### config.mk
export PLATFORM = sky130hd
export DESIGN_NAME = multi_slot_software_timer_bank_unit
export DESIGN_NICKNAME = d
export VERILOG_FILES = /design/src/sv/mstb_pkg.sv /design/src/sv/mstb_ctrl.sv /design/src/sv/mstb_dpath.sv /design/src/sv/multi_slot_software_timer_bank_unit.sv
export SDC_FILE = /design/constraint.sdc
export NUM_CORES = 1
export LEC_CHECK = 0
export BUFFER_PORTS_ARGS = -buffer_cell sky130_fd_sc_hd__buf_2
export CAP_MARGIN = 20
export CORE_MARGIN = 1
export CORE_UTILIZATION = 67
export DETAILED_ROUTE_END_ITERATION = 6
export GPL_TIMING_DRIVEN = 0
export PLACE_DENSITY = 0.85
export SETUP_SLACK_MARGIN = 0.3
export SLEW_MARGIN = 20
export SYNTH_ARGS = -nofsm -noshare
export SYNTH_HDL_FRONTEND = slang
export SYNTH_SLANG_ARGS = --single-unit
### constraint.sdc
create_clock -name clk -period 15.59 [get_ports clk]
set_input_delay 3.8975 -clock clk [delete_from_list [all_inputs] [get_ports clk]]
set_output_delay 3.8975 -clock clk [all_outputs]
set_load 0.05 [all_outputs]
### src/sv/mstb_pkg.sv
`timescale 1ns / 1ps

package mstb_pkg;

  typedef enum logic [1:0] {
    MODE_TICK   = 2'd0,
    MODE_START  = 2'd1,
    MODE_CANCEL = 2'd2,
    MODE_ACK    = 2'd3
  } mode_t;

  localparam logic [1:0] ST_OK          = 2'd0;
  localparam logic [1:0] ST_BUSY        = 2'd1;
  localparam logic [1:0] ST_NOT_RUNNING = 2'd2;
  localparam logic [1:0] ST_PENDING     = 2'd3;

  localparam int MASK_W = 8;

  typedef struct packed {
    logic [1:0]  mode;
    logic [2:0]  timer_id;
    logic [31:0] length_ticks;
    logic        periodic;
  } in_t;

  typedef struct packed {
    logic [1:0]        status;
    logic [MASK_W-1:0] expired_mask;
    logic [MASK_W-1:0] finished_mask;
  } out_t;

  // controller -> datapath
  typedef struct packed {
    logic capture;
    logic exec;
    logic load_out;
  } cmd_t;

  // datapath -> controller
  typedef struct packed {
    logic sweep_done;
    logic out_free;
  } stat_t;

endpackage

### src/sv/mstb_ctrl.sv
`timescale 1ns / 1ps

module mstb_ctrl
  import mstb_pkg::*;
(
  input  logic       clk,
  input  logic       rst,
  input  logic       in_valid,
  input  logic [1:0] mode,
  output logic       in_ready,
  input  stat_t      stat,
  output cmd_t       cmd
);

  typedef enum logic [2:0] {
    S_IDLE,
    S_SWEEP,
    S_ACK_RD,
    S_EXEC,
    S_FINISH
  } state_t;

  state_t state;

  assign in_ready = (state == S_IDLE) && !rst;

  always_comb begin
    cmd          = '0;
    cmd.capture  = in_valid && in_ready;
    cmd.exec     = (state == S_EXEC);
    cmd.load_out = (state == S_FINISH) && stat.out_free;
  end

  always_ff @(posedge clk) begin
    if (rst) begin
      state <= S_IDLE;
    end else begin
      case (state)
        S_IDLE: begin
          if (in_valid) begin
            case (mode)
              MODE_TICK:  state <= S_SWEEP;
              MODE_ACK:   state <= S_ACK_RD;
              default:    state <= S_EXEC;
            endcase
          end
        end
        S_SWEEP: begin
          if (stat.sweep_done) begin
            state <= S_FINISH;
          end
        end
        S_ACK_RD: state <= S_EXEC;
        S_EXEC:   state <= S_FINISH;
        S_FINISH: begin
          if (stat.out_free) begin
            state <= S_IDLE;
          end
        end
        default:  state <= S_IDLE;
      endcase
    end
  end

endmodule

### src/sv/mstb_dpath.sv
`timescale 1ns / 1ps

module mstb_dpath
  import mstb_pkg::*;
#(
  parameter int NUM_TIMERS  = 8,
  parameter int COUNT_WIDTH = 32
) (
  input  logic  clk,
  input  logic  rst,
  input  in_t   in_data,
  input  cmd_t  cmd,
  output stat_t stat,
  output logic  out_valid,
  input  logic  out_ready,
  output out_t  out_data
);

  localparam int IW = (NUM_TIMERS > 1) ? $clog2(NUM_TIMERS) : 1;
  localparam int DW = (NUM_TIMERS > MASK_W) ? NUM_TIMERS : MASK_W;
  localparam logic [IW-1:0] LAST = IW'(NUM_TIMERS - 1);

  typedef enum logic [1:0] {
    PH_IDLE,
    PH_ACTIVE,
    PH_DONE
  } phase_t;

  // per-slot control in flops, counts in memories
  phase_t                 phase [NUM_TIMERS];
  logic [NUM_TIMERS-1:0]  rep;
  logic [COUNT_WIDTH-1:0] ticks_mem  [NUM_TIMERS];
  logic [COUNT_WIDTH-1:0] reload_mem [NUM_TIMERS];
  logic [COUNT_WIDTH-1:0] ticks_rdata;
  logic [COUNT_WIDTH-1:0] reload_rdata;

  // captured item
  logic [1:0]             mode_q;
  logic [2:0]             id_q;
  logic [COUNT_WIDTH-1:0] len_q;
  logic                   per_q;
  logic [1:0]             status_q;
  logic [DW-1:0]          expired;

  // sweep pipeline: issue read, then update
  logic                   issue_on;
  logic [IW-1:0]          issue_idx;
  logic                   p_valid;
  logic [IW-1:0]          p_idx;

  logic                   id_ok;
  logic [IW-1:0]          slot;
  logic                   ticks_we;
  logic [IW-1:0]          ticks_wa;
  logic [COUNT_WIDTH-1:0] ticks_wd;
  logic                   reload_we;
  logic                   sweep_hit;
  logic                   sweep_expire;
  logic [DW-1:0]          done_vec;

  assign id_ok = (32'(id_q) < NUM_TIMERS);
  assign slot  = IW'(id_q);

  assign sweep_hit    = p_valid && (phase[p_idx] == PH_ACTIVE);
  assign sweep_expire = sweep_hit && (ticks_rdata <= COUNT_WIDTH'(1));

  assign stat.sweep_done = p_valid && (p_idx == LAST);
  assign stat.out_free   = !out_valid || out_ready;

  always_comb begin
    done_vec = '0;
    for (int s = 0; s < NUM_TIMERS; s++) begin
      done_vec[s] = (phase[s] == PH_DONE);
    end
  end

  // single write port of the countdown memory
  always_comb begin
    ticks_we  = 1'b0;
    ticks_wa  = slot;
    ticks_wd  = len_q;
    reload_we = 1'b0;
    if (sweep_hit && !sweep_expire) begin
      ticks_we = 1'b1;
      ticks_wa = p_idx;
      ticks_wd = ticks_rdata - COUNT_WIDTH'(1);
    end else if (cmd.exec && id_ok) begin
      case (mode_q)
        MODE_START: begin
          ticks_we  = (phase[slot] == PH_IDLE);
          reload_we = (phase[slot] == PH_IDLE);
        end
        MODE_ACK: begin
          ticks_we = (phase[slot] == PH_DONE) && rep[slot];
          ticks_wd = reload_rdata;
        end
        default: ;
      endcase
    end
  end

  always_ff @(posedge clk) begin
    if (ticks_we) begin
      ticks_mem[ticks_wa] <= ticks_wd;
    end
    if (reload_we) begin
      reload_mem[slot] <= len_q;
    end
    ticks_rdata  <= ticks_mem[issue_idx];
    reload_rdata <= reload_mem[slot];
  end

  // item capture and sweep sequencing
  always_ff @(posedge clk) begin
    if (rst) begin
      issue_on  <= 1'b0;
      issue_idx <= '0;
      p_valid   <= 1'b0;
      p_idx     <= '0;
    end else begin
      p_valid <= issue_on;
      p_idx   <= issue_idx;
      if (cmd.capture) begin
        issue_on  <= (in_data.mode == MODE_TICK);
        issue_idx <= '0;
      end else if (issue_on) begin
        if (issue_idx == LAST) begin
          issue_on <= 1'b0;
        end else begin
          issue_idx <= issue_idx + IW'(1);
        end
      end
    end
  end

  always_ff @(posedge clk) begin
    if (cmd.capture) begin
      mode_q   <= in_data.mode;
      id_q     <= in_data.timer_id;
      len_q    <= COUNT_WIDTH'(in_data.length_ticks);
      per_q    <= in_data.periodic;
      status_q <= ST_OK;
      expired  <= '0;
    end else begin
      if (sweep_expire) begin
        expired <= expired | (DW'(1) << p_idx);
      end
      if (cmd.exec) begin
        case (mode_q)
          MODE_START: begin
            if (!id_ok || phase[slot] != PH_IDLE) begin
              status_q <= ST_BUSY;
            end
          end
          MODE_ACK: begin
            if (!id_ok || phase[slot] == PH_IDLE) begin
              status_q <= ST_NOT_RUNNING;
            end else if (phase[slot] == PH_ACTIVE) begin
              status_q <= ST_PENDING;
            end
          end
          default: ;
        endcase
      end
    end
  end

  // slot phases
  always_ff @(posedge clk) begin
    if (rst) begin
      for (int s = 0; s < NUM_TIMERS; s++) begin
        phase[s] <= PH_IDLE;
      end
      rep <= '0;
    end else begin
      if (sweep_expire) begin
        phase[p_idx] <= PH_DONE;
      end
      if (cmd.exec && id_ok) begin
        case (mode_q)
          MODE_START: begin
            if (phase[slot] == PH_IDLE) begin
              phase[slot] <= PH_ACTIVE;
              rep[slot]   <= per_q;
            end
          end
          MODE_CANCEL: phase[slot] <= PH_IDLE;
          MODE_ACK: begin
            if (phase[slot] == PH_DONE) begin
              phase[slot] <= rep[slot] ? PH_ACTIVE : PH_IDLE;
            end
          end
          default: ;
        endcase
      end
    end
  end

  // result register
  always_ff @(posedge clk) begin
    if (rst) begin
      out_valid <= 1'b0;
    end else if (cmd.load_out) begin
      out_valid <= 1'b1;
    end else if (out_ready) begin
      out_valid <= 1'b0;
    end
  end

  always_ff @(posedge clk) begin
    if (cmd.load_out) begin
      out_data.status        <= status_q;
      out_data.expired_mask  <= expired[MASK_W-1:0];
      out_data.finished_mask <= done_vec[MASK_W-1:0];
    end
  end

endmodule

### src/sv/multi_slot_software_timer_bank_unit.sv
`timescale 1ns / 1ps
// Bank of NUM_TIMERS software timers, each with its own countdown.
// Input channel (in_valid/in_ready/in_data): one operation per transfer:
//   tick, start (one-shot or periodic), cancel, or acknowledge expiry.
// Output channel (out_valid/out_ready/out_data): one result per input:
//   status, slots expired on this tick, and slots now in the done phase.
// A start or cancel goes through the execute and finish states; an
// acknowledge first reads the reload length. A tick runs a sweep over
// the slots, one per cycle: each active slot's countdown is read,
// decremented and written back through the countdown memory's write port.
// One item is in the works at a time: the next is taken only once the
// last has left the finish state.
// The result sits in an output register; the next item is accepted while
// it waits. If the receiver stalls, the following item finishes its work
// and then holds until the output register is free.
// Reset (rst, synchronous) idles every slot and empties the output;
// in_ready stays low while rst is high.
// Count memories are not cleared; a slot's count is only read once written.
module multi_slot_software_timer_bank_unit
  import mstb_pkg::*;
#(
  parameter int NUM_TIMERS  = 8,
  parameter int COUNT_WIDTH = 32
) (
  input  logic clk,
  input  logic rst,
  input  logic in_valid,
  output logic in_ready,
  input  in_t  in_data,
  output logic out_valid,
  input  logic out_ready,
  output out_t out_data
);

  cmd_t  cmd;   // sequencing commands
  stat_t stat;  // sweep end, output register free

  mstb_ctrl u_ctrl (
    .clk      (clk),
    .rst      (rst),
    .in_valid (in_valid),
    .mode     (in_data.mode),
    .in_ready (in_ready),
    .stat     (stat),
    .cmd      (cmd)
  );

  mstb_dpath #(
    .NUM_TIMERS  (NUM_TIMERS),
    .COUNT_WIDTH (COUNT_WIDTH)
  ) u_dpath (
    .clk       (clk),
    .rst       (rst),
    .in_data   (in_data),
    .cmd       (cmd),
    .stat      (stat),
    .out_valid (out_valid),
    .out_ready (out_ready),
    .out_data  (out_data)
  );

endmodule
* Word-level counts from Yosys, hierarchy flattened
Memory sizes are Yosys's and may differ from the RTL's. A register that Yosys moved wholly into a read port is not among the register bits. Cells that the tools add are included.
Word-level totals: logic and storage cells 144, output and inout bits 20, bits in writable memories 528, memories 3, flip-flop bits (word level) 86, input bits 42
Memory list:
- u_dpath.reload_mem | words 8, width 32, read ports 1, clocked after memory_dff 1, write ports 1, line mstb_dpath.sv:33 | logic [COUNT_WIDTH-1:0] reload_mem [NUM_TIMERS];
- u_dpath.ticks_mem | words 8, width 32, read ports 1, clocked after memory_dff 1, write ports 1, line mstb_dpath.sv:32 | logic [COUNT_WIDTH-1:0] ticks_mem [NUM_TIMERS];
- u_dpath.phase | words 8, width 2, read ports 10, clocked after memory_dff 2, write ports 8, line mstb_dpath.sv:30 | phase_t phase [NUM_TIMERS];
Cells by class: muxes and demuxes 63, shift-type cells 1, $lt $le $gt $ge 3, reductions and logical operators 26, bitwise operators 4, eq/ne operators 26, add/sub/neg operators 2
Operators by type and width (count):
- 32-bit two-way mux | 3
- 1-bit two-way mux | 38
- 32-bit by 1-bit <= comparator with 1-bit output (second input constant) | 1
- 32-bit by 1-bit subtractor with 32-bit output (second input constant) | 1
- 2-bit == test (second input constant) | 12
- 3-bit two-way mux | 8
- 3-bit case mux with 5 select lines | 1
- 2-bit two-way mux | 7
- 3-bit == test (second input constant) | 3
- 1-bit logical AND | 9
- 8-bit bitwise mux | 1
- 8-bit OR | 1
- 2-bit case mux with 2 select lines | 2
- 1-bit by 3-bit << shifter with 8-bit output (first input constant) | 1
- 2-bit by 1-bit == test with 1-bit output (second input constant) | 3
- 3-bit by 2-bit == test with 1-bit output (second input constant) | 2
- 3-bit AND reduction | 2
- 2-bit nonzero test | 3
- 2-bit OR reduction | 3
- 2-bit logical NOT | 2
- 3-bit by 4-bit less-than comparator with 1-bit output (second input constant) | 1
- 2-bit by 1-bit inequality test with 1-bit output (second input constant) | 2
- 2-bit inequality test (second input constant) | 2
- 4-bit AND reduction | 1
- 13 further kinds | 16

* Longest topological paths before layout
Gate-level depths: netlist (run 1).
word-level depth 10, mapped depth 9, mapped depth without buffers 8

* Cells and area by module
A second synthesis (run 1) with hierarchy kept.
Second synthesis, totals: cells, all modules 1450, area total of the unflattened synthesis 25844.8 sq um
Modules (own cells, without submodules):
- mstb_dpath | seq. area each 19338.5 sq um, cells an instance 1423, instances 1, area each 25599.6 sq um
- mstb_ctrl | seq. area each 60.1 sq um, cells an instance 27, instances 1, area each 245.2 sq um

* Worst setup path before layout (run 1)
Ideal clock, no wire load.
path kind input to output, start point input rst, end point output in_ready, buffers on the path 1, data required time 11693 ps, cell stages on the path 2, path slack 6536 ps, arrival time 5157 ps, path through clkbuf_8 -> nor3_1
On the way: cells in the longest elaborated chain, start to end 2
RTL lines:
- from (decl) | line multi_slot_software_timer_bank_unit.sv:26 | input logic rst,
- 1-bit logical NOT | line mstb_ctrl.sv:25 | assign in_ready = (state == S_IDLE) && !rst;
- 1-bit logical AND | line mstb_ctrl.sv:25
- to (decl) | line multi_slot_software_timer_bank_unit.sv:28 | output logic in_ready,
Every way passes these cells.

* Final worst setup path (run 1)
Ends and elaborated chain as after synthesis.

==> results of run 1 <==
==> worst max-delay path, delay by kind of cell <==
| family | cells | cell delay (ps) |
|---|---|---|
| simple gates | 1 | 270 |
| buf+inv | 2 | 460 |
==> path summary, 6_finish.rpt <==
path	start	endpoint	slack, ps	depth (start not counted)
setup / recovery	rst	in_ready	7060	3
hold / removal	u_dpath.expired[4]$_SDFFE_PP0P_	u_dpath.out_data[12]$_DFFE_PP_	430	0
setup reg to reg	u_dpath.ticks_rdata[10]$_DFF_P_	u_dpath.reload_mem[7][24]$_DFFE_PP_	10610	8
hold reg to reg	u_dpath.expired[4]$_SDFFE_PP0P_	u_dpath.out_data[12]$_DFFE_PP_	430	0
==> final cells by class <==
class / count / area, um2 / share of cell area, %
Clock buffer: 87 / 1780 / 5.96
Clock inverter: 29 / 440 / 1.48
Tap cell: 511 / 639 / 2.15
Buffer: 77 / 388 / 1.30
Timing Repair Buffer: 131 / 892 / 2.99
Multi-Input combinational cell: 685 / 6230 / 20.9
Inverter: 11 / 41.3 / 0.139
Sequential cell: 681 / 19400 / 65.1
==> sequential cells by signal (all words and copies together) (netlist names), 2 cells and up, named ones only <==
signal,flops
u_dpath.mode_q,2
u_dpath.out_data,18
u_dpath.expired,8
u_dpath.reload_rdata,32
u_ctrl.state,3
u_dpath.reload_mem,256
u_dpath.len_q,32
u_dpath.phase,16
u_dpath.p_idx,3
u_dpath.id_q,3
u_dpath.issue_idx,3
u_dpath.ticks_mem,256
u_dpath.status_q,2
u_dpath.ticks_rdata,32
u_dpath.rep,8
==> through the flow <==
| step | utilization [%] | std cells | hold slack [ps] |
|---|---|---|---|
| after floorplan | - | 1454 | 409 |
| after global placement | 70.8 | 2025 | 416 |
| after detailed placement | 72.9 | 2095 | 417 |
| after CTS | 78.7 | 2211 | 435 |
| after global routing | 78.8 | 2212 | 445 |
| final | 78.8 | 2212 | 433 |
==> kinds of logic after synthesis <==
| group | after synthesis | synth area share [%] |
|---|---|---|
| muxes | 200 | 11.4 |
| AOI/OAI and AO/OA | 200 | 5.72 |
| DFF | 681 | 75.0 |
| and+or+nand+nor | 250 | 5.00 |
| buffers and inverters | 88 | 1.66 |
| adders and majority gates | 4 | 0.194 |
| xor gates and xnor gates | 31 | 1.05 |
==> power groups by stage <==
stage,sequential (mW),combinational [mW],clock [mW]
after global routing,2.06,0.202,1.69
after detailed placement,2.09,0.184,0
after global placement,2.09,0.172,0
after floorplan,2.08,0.116,0
final,2.05,0.191,1.63
after CTS,2.05,0.188,1.63
==> placed cells by master (no fill, tap or decap), types with 14 or more instances in the layout <==
| cell type | netlist | final |
|---|---|---|
| sky130_fd_sc_hd__xnor2_1 | 19 | 19 |
| sky130_fd_sc_hd__mux2i_1 | 74 | 74 |
| sky130_fd_sc_hd__nand4_1 | 21 | 21 |
| sky130_fd_sc_hd__a22oi_1 | 95 | 95 |
| sky130_fd_sc_hd__nor2_1 | 56 | 55 |
| sky130_fd_sc_hd__nand3_1 | 19 | 19 |
| sky130_fd_sc_hd__nand2_1 | 53 | 53 |
| sky130_fd_sc_hd__mux2_2 | 57 | 57 |
| sky130_fd_sc_hd__edfxtp_1 | 576 | 576 |
| sky130_fd_sc_hd__clkbuf_16 | 0 | 63 |
| sky130_fd_sc_hd__clkbuf_1 | 49 | 62 |
| sky130_fd_sc_hd__a21oi_1 | 28 | 28 |
| sky130_fd_sc_hd__dfxtp_1 | 105 | 105 |
| sky130_fd_sc_hd__nor2b_1 | 21 | 21 |
| sky130_fd_sc_hd__buf_4 | 4 | 14 |
| sky130_fd_sc_hd__buf_2 | 3 | 103 |
| sky130_fd_sc_hd__nor3_1 | 19 | 19 |
| sky130_fd_sc_hd__clkbuf_8 | 6 | 17 |
| sky130_fd_sc_hd__mux4_2 | 69 | 69 |
==> layer usage <==
| metal | routed length, um | GRT usage (%) | up-vias |
|---|---|---|---|
| li1 | - | - | 6213 |
| met2 | 31500 | 55.3 | 1077 |
| met5 | 11 | 0 | - |
| met3 | 7110 | 7.21 | 192 |
| met1 | 22500 | 43.2 | 7600 |
| met4 | 2510 | 13.8 | 2 |
==> impl_metrics.prom, run 1 <==
# TYPE chip_impl_metric gauge
chip_impl_info{name="run_status",value="finished, final reports clean"} 1
chip_impl_metric{name="firstDrtPassIters",unit=""} 5
chip_impl_metric{name="post_synth_instance_area",unit="mm2"} 0.0259
chip_impl_metric{name="grt_remaining_overflow",unit=""} 0
chip_impl_metric{name="power.share.combinational",unit="%"} 4.9
chip_impl_info{name="grt_setup_unrepaired",value="false"} 1
chip_impl_metric{name="final.setup.worst_slack",unit="ps"} 7060
chip_impl_metric{name="final_layout_size_suffix_gt1_share",unit="%"} 24.3
chip_impl_metric{name="globalRouteTotalUtil",unit="%"} 33.3
chip_impl_metric{name="critPathMaxFanout",unit=""} 7
chip_impl_info{name="start_kind",value="input pin"} 1
chip_impl_metric{name="max_cap_violations",unit=""} 0
chip_impl_metric{name="n_fill_cell",unit=""} 1935
chip_impl_metric{name="fin_tns_setup",unit="ps"} 0
chip_impl_metric{name="areaGrowthSynthToFinish",unit="%"} 15.3
chip_impl_metric{name="drt_drc_violations_left",unit=""} 0
chip_impl_metric{name="ctsHtreeMaxLevel",unit=""} 2
chip_impl_metric{name="slew_violations",unit=""} 0
chip_impl_info{name="tritoncts",value="done"} 1
chip_impl_metric{name="ioPinCount",unit=""} 62
chip_impl_info{name="critPathKind",value="input pin to output pin"} 1
chip_impl_metric{name="num_antenna_cells",unit=""} 0
chip_impl_metric{name="netlist.area_leader.share",unit="%"} 66.9
chip_impl_info{name="synth_ff_type",value="sky130_fd_sc_hd__edfxtp_1"} 1
chip_impl_metric{name="tritoncts.num_buffers",unit=""} 61
chip_impl_metric{name="antenna_found_initial",unit=""} 2
chip_impl_metric{name="detailed_place.area",unit="mm2"} 0.0276
chip_impl_info{name="post_synth_main_area_contributors",value="sky130_fd_sc_hd__edfxtp_1 67%, sky130_fd_sc_hd__dfxtp_1 8.1%, sky130_fd_sc_hd__mux4_2 6.0%"} 1
chip_impl_metric{name="period_share",unit="%"} 54.7
chip_impl_metric{name="buffer_depth_of_the_longest_clock_path",unit=""} 3
chip_impl_metric{name="power_frac_seq",unit="%"} 53.0
chip_impl_info{name="min-delay-path-class",value="flip-flop to flip-flop"} 1
chip_impl_metric{name="post_detailed_routing_wire_length",unit="um"} 63700
chip_impl_info{name="synth_most_common_cell",value="sky130_fd_sc_hd__edfxtp_1"} 1
chip_impl_metric{name="cts.repair.resized",unit=""} 0
chip_impl_metric{name="synth.yosys.warnings",unit=""} 0
chip_impl_info{name="cell_by_cell_trace_of_the_critical_path",value="clkbuf_8 > nor3_1 > buf_2"} 1
chip_impl_metric{name="vdd_drop_max",unit="uV"} 129
chip_impl_metric{name="design.core.area",unit="mm2"} 0.0378
chip_impl_metric{name="max_slew_margin",unit="%"} 17.4
chip_impl_metric{name="via_count",unit=""} 15100
chip_impl_info{name="ys_top_cells_by_count",value="576 x sky130_fd_sc_hd__edfxtp_1, 105 x sky130_fd_sc_hd__dfxtp_1, 95 x sky130_fd_sc_hd__a22oi_1, 74 x sky130_fd_sc_hd__mux2i_1, 69 x sky130_fd_sc_hd__mux4_2"} 1
chip_impl_metric{name="viasPerCell",unit=""} 6.82
chip_impl_metric{name="netlist_instances",unit=""} 1454
chip_impl_metric{name="gp_congestion",unit=""} 0.895
chip_impl_metric{name="synth_enable_flop_cells",unit=""} 576
chip_impl_metric{name="finalNetCount",unit=""} 1694
chip_impl_metric{name="timing.clock.skew",unit="ps"} 33.8
chip_impl_metric{name="drt-wirelength-per-cell",unit="um"} 28.8
chip_impl_metric{name="cp.required",unit="ps"} 11690
chip_impl_info{name="endpoint_kind",value="output pin"} 1
chip_impl_metric{name="ys_types",unit=""} 65
chip_impl_metric{name="grt_pass1_vias",unit=""} 15100
chip_impl_metric{name="post-cts-setup-buffer-count",unit=""} 0
chip_impl_metric{name="die_width",unit="um"} 198
chip_impl_metric{name="antenna_left",unit=""} 0
chip_impl_metric{name="grt_start_max_net_pins",unit=""} 48
chip_impl_metric{name="drt-initial-drc-count",unit=""} 1952
chip_impl_info{name="crit_path_top_delay_cell",value="sky130_fd_sc_hd__buf_2"} 1
chip_impl_metric{name="die_height",unit="um"} 198
chip_impl_metric{name="total_leakage_power",unit="nW"} 10.1
chip_impl_metric{name="pre_cts_ws",unit="ps"} 7080
chip_impl_metric{name="tritoncts_num_sinks",unit=""} 681
chip_impl_metric{name="critPathMaxStageDelay",unit="ps"} 330
chip_impl_metric{name="postSynthRegisterBits",unit=""} 681
chip_impl_metric{name="fmaxAchievable",unit="MHz"} 117
chip_impl_metric{name="data_arrival_time_of_the_critical_path",unit="ps"} 4640
chip_impl_metric{name="core_rows",unit=""} 71
chip_impl_metric{name="power-per-cell-area",unit="mW/mm2"} 130
chip_impl_metric{name="grt_pass1_wl",unit="um"} 93100
chip_impl_metric{name="finalCriticalPeriod",unit="ps"} 8530
chip_impl_info{name="cts_root_buffer",value="sky130_fd_sc_hd__clkbuf_16"} 1
chip_impl_metric{name="initial_utilization",unit="%"} 68.3
chip_impl_metric{name="power.total",unit="mW"} 3.87
chip_impl_metric{name="die_area",unit="mm2"} 0.0394
chip_impl_metric{name="power.switching",unit="mW"} 0.825
chip_impl_metric{name="cellInternalPower",unit="mW"} 3.05
chip_impl_metric{name="tightestPinTransition",unit="ps"} 1230
chip_impl_metric{name="power_switching_share",unit="%"} 21.3
chip_impl_metric{name="clk_pin_slew",unit="ps"} 60
chip_impl_metric{name="final_design_area_no_fill",unit="mm2"} 0.0298
chip_impl_metric{name="clock_latency",unit="ps"} 660
chip_impl_metric{name="setup_violations",unit=""} 0
chip_impl_metric{name="power_frac_clock",unit="%"} 42.1
chip_impl_info{name="post-synth-top-area-cell",value="sky130_fd_sc_hd__edfxtp_1"} 1
chip_impl_metric{name="async_flop_share",unit="%"} 0
chip_impl_metric{name="dp_hpwl",unit="um"} 41800
chip_impl_metric{name="ys_seq_area_share",unit="%"} 75.0
chip_impl_metric{name="final-hold-violation-count",unit=""} 0
chip_impl_metric{name="buffer_ports.inserted",unit=""} 60
chip_impl_metric{name="syn_nets",unit=""} 1500
chip_impl_metric{name="synth_area_per_cell",unit="um2"} 17.8
chip_impl_metric{name="postCtsHoldBufs",unit=""} 0
Power figures use the tool's default switching activity.
==> run 2, diff against run 1 <==
--- a/config.mk
+++ b/config.mk
@@ -8,10 +8,10 @@
 export BUFFER_PORTS_ARGS = -buffer_cell sky130_fd_sc_hd__buf_2
 export CAP_MARGIN = 20
 export CORE_MARGIN = 1
-export CORE_UTILIZATION = 67
+export CORE_UTILIZATION = 56
 export DETAILED_ROUTE_END_ITERATION = 6
 export GPL_TIMING_DRIVEN = 0
-export PLACE_DENSITY = 0.85
+export PLACE_DENSITY = 0.75
 export SETUP_SLACK_MARGIN = 0.3
 export SLEW_MARGIN = 20
 export SYNTH_ARGS = -nofsm -noshare
==> constraint.sdc (replaced) <==
create_clock -name clk -period 6.95 [get_ports clk]
set_input_delay 1.7375 -clock clk [delete_from_list [all_inputs] [get_ports clk]]
set_output_delay 1.7375 -clock clk [all_outputs]
set_load 0.05 [all_outputs]
==> impl_metrics.prom, run 2 (synthesized netlist as in run 1, its figures left out) <==
# TYPE chip_impl_metric gauge
chip_impl_metric{name="firstDrtPassIters",unit=""} 7
chip_impl_metric{name="cts.repair.resized",unit=""} 0
chip_impl_metric{name="max_cap_violations",unit=""} 0
chip_impl_metric{name="r2r_cells",unit=""} 10
chip_impl_metric{name="ctsHtreeMaxLevel",unit=""} 3
chip_impl_metric{name="drt-initial-drc-count",unit=""} 1598
chip_impl_metric{name="finalCriticalPeriod",unit="ps"} 4710
chip_impl_metric{name="timing.critical_path.buf_inv",unit=""} 5
chip_impl_info{name="worstReg2RegEnd",value="u_dpath.reload_mem[2][21]$_DFFE_PP_"} 1
chip_impl_metric{name="core_rows",unit=""} 78
chip_impl_info{name="endpoint_kind",value="flip-flop"} 1
chip_impl_metric{name="cellInternalPower",unit="mW"} 6.85
chip_impl_info{name="min-delay-path-class",value="flip-flop to flip-flop"} 1
chip_impl_metric{name="tritoncts_num_sinks",unit=""} 681
chip_impl_metric{name="fin_tns_setup",unit="ps"} 0
chip_impl_metric{name="power_frac_seq",unit="%"} 52.9
chip_impl_info{name="start_kind",value="flip-flop"} 1
chip_impl_metric{name="grt_pass1_wl",unit="um"} 89800
chip_impl_metric{name="power.total",unit="mW"} 8.70
chip_impl_metric{name="antenna_found_initial",unit=""} 2
chip_impl_metric{name="finalNetCount",unit=""} 1702
chip_impl_metric{name="max_slew_margin",unit="%"} 26.2
chip_impl_metric{name="period_share",unit="%"} 67.7
chip_impl_info{name="largestRegisters",value="u_dpath.reload_mem (256), u_dpath.ticks_mem (256)"} 1
chip_impl_metric{name="viasPerCell",unit=""} 6.24
chip_impl_metric{name="globalRouteTotalUtil",unit="%"} 26.0
chip_impl_info{name="tritoncts",value="done"} 1
chip_impl_info{name="critPathKind",value="flip-flop to flip-flop"} 1
chip_impl_metric{name="power_frac_clock",unit="%"} 42.3
chip_impl_info{name="cts_root_buffer",value="sky130_fd_sc_hd__clkbuf_16"} 1
chip_impl_metric{name="drt-wirelength-per-cell",unit="um"} 25.9
chip_impl_metric{name="initial_utilization",unit="%"} 56.9
chip_impl_info{name="crit_path_top_delay_cell",value="sky130_fd_sc_hd__nor4_2"} 1
chip_impl_metric{name="postCtsHoldBufs",unit=""} 0
chip_impl_metric{name="buffer_ports.inserted",unit=""} 60
chip_impl_info{name="timing.critical_path.max_delay_family",value="simple AND/OR/NAND/NOR gates"} 1
chip_impl_metric{name="final-hold-violation-count",unit=""} 0
chip_impl_metric{name="grt_remaining_overflow",unit=""} 0
chip_impl_metric{name="critPathMaxFanout",unit=""} 8
chip_impl_metric{name="die_area",unit="mm2"} 0.0470
chip_impl_metric{name="fmaxAchievable",unit="MHz"} 212
chip_impl_metric{name="drt_drc_violations_left",unit=""} 0
chip_impl_metric{name="vdd_drop_max",unit="uV"} 309
chip_impl_metric{name="grt_pass1_vias",unit=""} 14700
chip_impl_metric{name="critPathMaxStageDelay",unit="ps"} 1020
chip_impl_metric{name="hold_depth",unit=""} 0
chip_impl_metric{name="die_width",unit="um"} 217
chip_impl_metric{name="areaGrowthSynthToFinish",unit="%"} 16.1
chip_impl_metric{name="via_count",unit=""} 14400
chip_impl_metric{name="pre_cts_ws",unit="ps"} 2340
chip_impl_metric{name="clk_pin_slew",unit="ps"} 60
chip_impl_metric{name="power-per-cell-area",unit="mW/mm2"} 290
chip_impl_info{name="final_common_cell",value="sky130_fd_sc_hd__edfxtp_1"} 1
chip_impl_metric{name="final.setup.worst_slack",unit="ps"} 2240
chip_impl_metric{name="die_height",unit="um"} 217
chip_impl_metric{name="clock_latency",unit="ps"} 600
chip_impl_metric{name="dp_hpwl",unit="um"} 40900
chip_impl_metric{name="antenna_left",unit=""} 0
chip_impl_metric{name="power.switching",unit="mW"} 1.84
chip_impl_info{name="min_from",value="u_dpath.expired[3]$_SDFFE_PP0P_"} 1
chip_impl_metric{name="total_leakage_power",unit="nW"} 10.1
chip_impl_metric{name="tritoncts.num_buffers",unit=""} 67
chip_impl_metric{name="data_arrival_time_of_the_critical_path",unit="ps"} 5010
chip_impl_metric{name="post_detailed_routing_wire_length",unit="um"} 59800
chip_impl_info{name="run_status",value="finished, final reports clean"} 1
chip_impl_metric{name="ioPinCount",unit=""} 62
chip_impl_metric{name="power.share.combinational",unit="%"} 4.8
chip_impl_metric{name="tightestPinTransition",unit="ps"} 1100
chip_impl_metric{name="post-cts-setup-buffer-count",unit=""} 0
chip_impl_metric{name="timing.reg2reg.setup_slack",unit="ps"} 2240
chip_impl_info{name="crit_path_frequent_cell",value="sky130_fd_sc_hd__buf_2"} 1
chip_impl_metric{name="final_layout_size_suffix_gt1_share",unit="%"} 24.0
chip_impl_metric{name="buffer_depth_of_the_longest_clock_path",unit=""} 3
chip_impl_metric{name="timing.clock.skew",unit="ps"} 23.5
chip_impl_metric{name="design.core.area",unit="mm2"} 0.0455
chip_impl_info{name="hold_end",value="u_dpath.out_data[11]$_DFFE_PP_"} 1
chip_impl_info{name="cell_by_cell_trace_of_the_critical_path",value="nor4_1 > nand4b_1 > nor4_2 > nor2_1 > nor4_2 > buf_2 > buf_2 > buf_4 > buf_4 > buf_2"} 1
chip_impl_metric{name="final_cells",unit=""} 2313
chip_impl_info{name="grt_setup_unrepaired",value="false"} 1
chip_impl_metric{name="setup_violations",unit=""} 0
chip_impl_metric{name="final_design_area_no_fill",unit="mm2"} 0.0300
chip_impl_metric{name="grt_start_max_net_pins",unit=""} 48
chip_impl_metric{name="detailed_place.area",unit="mm2"} 0.0277
chip_impl_info{name="crit-reg2reg-launch",value="u_dpath.ticks_rdata[12]$_DFF_P_"} 1
chip_impl_metric{name="power_switching_share",unit="%"} 21.2
chip_impl_metric{name="dp_cells",unit=""} 2187
chip_impl_metric{name="slew_violations",unit=""} 0
chip_impl_metric{name="gp_congestion",unit=""} 0.884
chip_impl_metric{name="cp.required",unit="ps"} 7250
chip_impl_info{name="most-common-layout-cells",value="576 x sky130_fd_sc_hd__edfxtp_1, 105 x sky130_fd_sc_hd__dfxtp_1, 95 x sky130_fd_sc_hd__a22oi_1"} 1
run 2: cell types whose count changed in the layout (fill, tap and decap cells not counted), sizes merged:
cell	before	now
diode	0	2
inv	13	10
clkinvlp	3	1
bufinv	10	5
clkinv	14	25
clkbuf	144	150
buf	151	154
run 2: cell type report:
| type | instances | area, um2 |
|---|---|---|
| clock inverters | 30 | 304 |
| clock buffers | 94 | 1960 |
| diodes | 2 | 5.00 |
| repair buffers | 133 | 943 |
| well taps | 600 | 751 |
| flip-flops and latches | 681 | 19400 |
| multi-input cells | 685 | 6230 |
| plain buffers | 77 | 388 |
| inverters | 11 | 42.5 |
| fillers | 2924 | 15500 |
run 2: power groups by stage:
stage          sequential (mW)  clock (mW)  combinational, mW
3_3_place_gp              4.68           0              0.391
6_report                  4.60        3.68              0.418
5_1_grt                   4.61        3.85              0.446
3_5_place_dp              4.69           0              0.411
2_1_floorplan             4.67           0              0.260
4_1_cts                   4.60        3.70              0.415
run 2: worst max path at each step:
stage,cells past startpoint,slack (ps),from,to
floorplan,5,1340,u_dpath.ticks_rdata[27]$_DFF_P_,u_dpath.reload_mem[0][0]$_DFFE_PP_
global route,10,1970,u_dpath.ticks_rdata[12]$_DFF_P_,u_dpath.reload_mem[2][21]$_DFFE_PP_
CTS,9,2340,u_dpath.ticks_rdata[12]$_DFF_P_,u_dpath.reload_mem[6][13]$_DFFE_PP_
global placement,5,-2810,u_dpath.ticks_rdata[12]$_DFF_P_,u_dpath.reload_mem[2][16]$_DFFE_PP_
finish,10,2240,u_dpath.ticks_rdata[12]$_DFF_P_,u_dpath.reload_mem[2][21]$_DFFE_PP_
detailed placement,9,2340,u_dpath.ticks_rdata[12]$_DFF_P_,u_dpath.reload_mem[6][16]$_DFFE_PP_
run 2: metal layers:
| layer | part of all wire (%) | global-route usage [%] |
|---|---|---|
| met1 | 40 | 35.5 |
| met2 | 49 | 42.5 |
| met4 | 2.6 | 8.36 |
| met3 | 8.3 | 4.98 |
| met5 | 0 | 0 |
run 2: metrics by stage:
step	utilization (%)	hold slack [ps]
final	66.0	434
after detailed placement	61.0	422
after CTS	66.0	435
after global routing	66.0	450
after global placement	59.2	417
after floorplan	-	409
run 2: worst register-to-register path, cell delays in order (launching register included):
cell and delay [ps]:
sky130_fd_sc_hd__dfxtp_1 340, sky130_fd_sc_hd__nor4_1 560, sky130_fd_sc_hd__nand4b_1 460, sky130_fd_sc_hd__nor4_2 1020
sky130_fd_sc_hd__nor2_1 440, sky130_fd_sc_hd__nor4_2 500, sky130_fd_sc_hd__buf_2 290, sky130_fd_sc_hd__buf_2 240
sky130_fd_sc_hd__buf_4 190, sky130_fd_sc_hd__buf_4 180, sky130_fd_sc_hd__buf_2 190
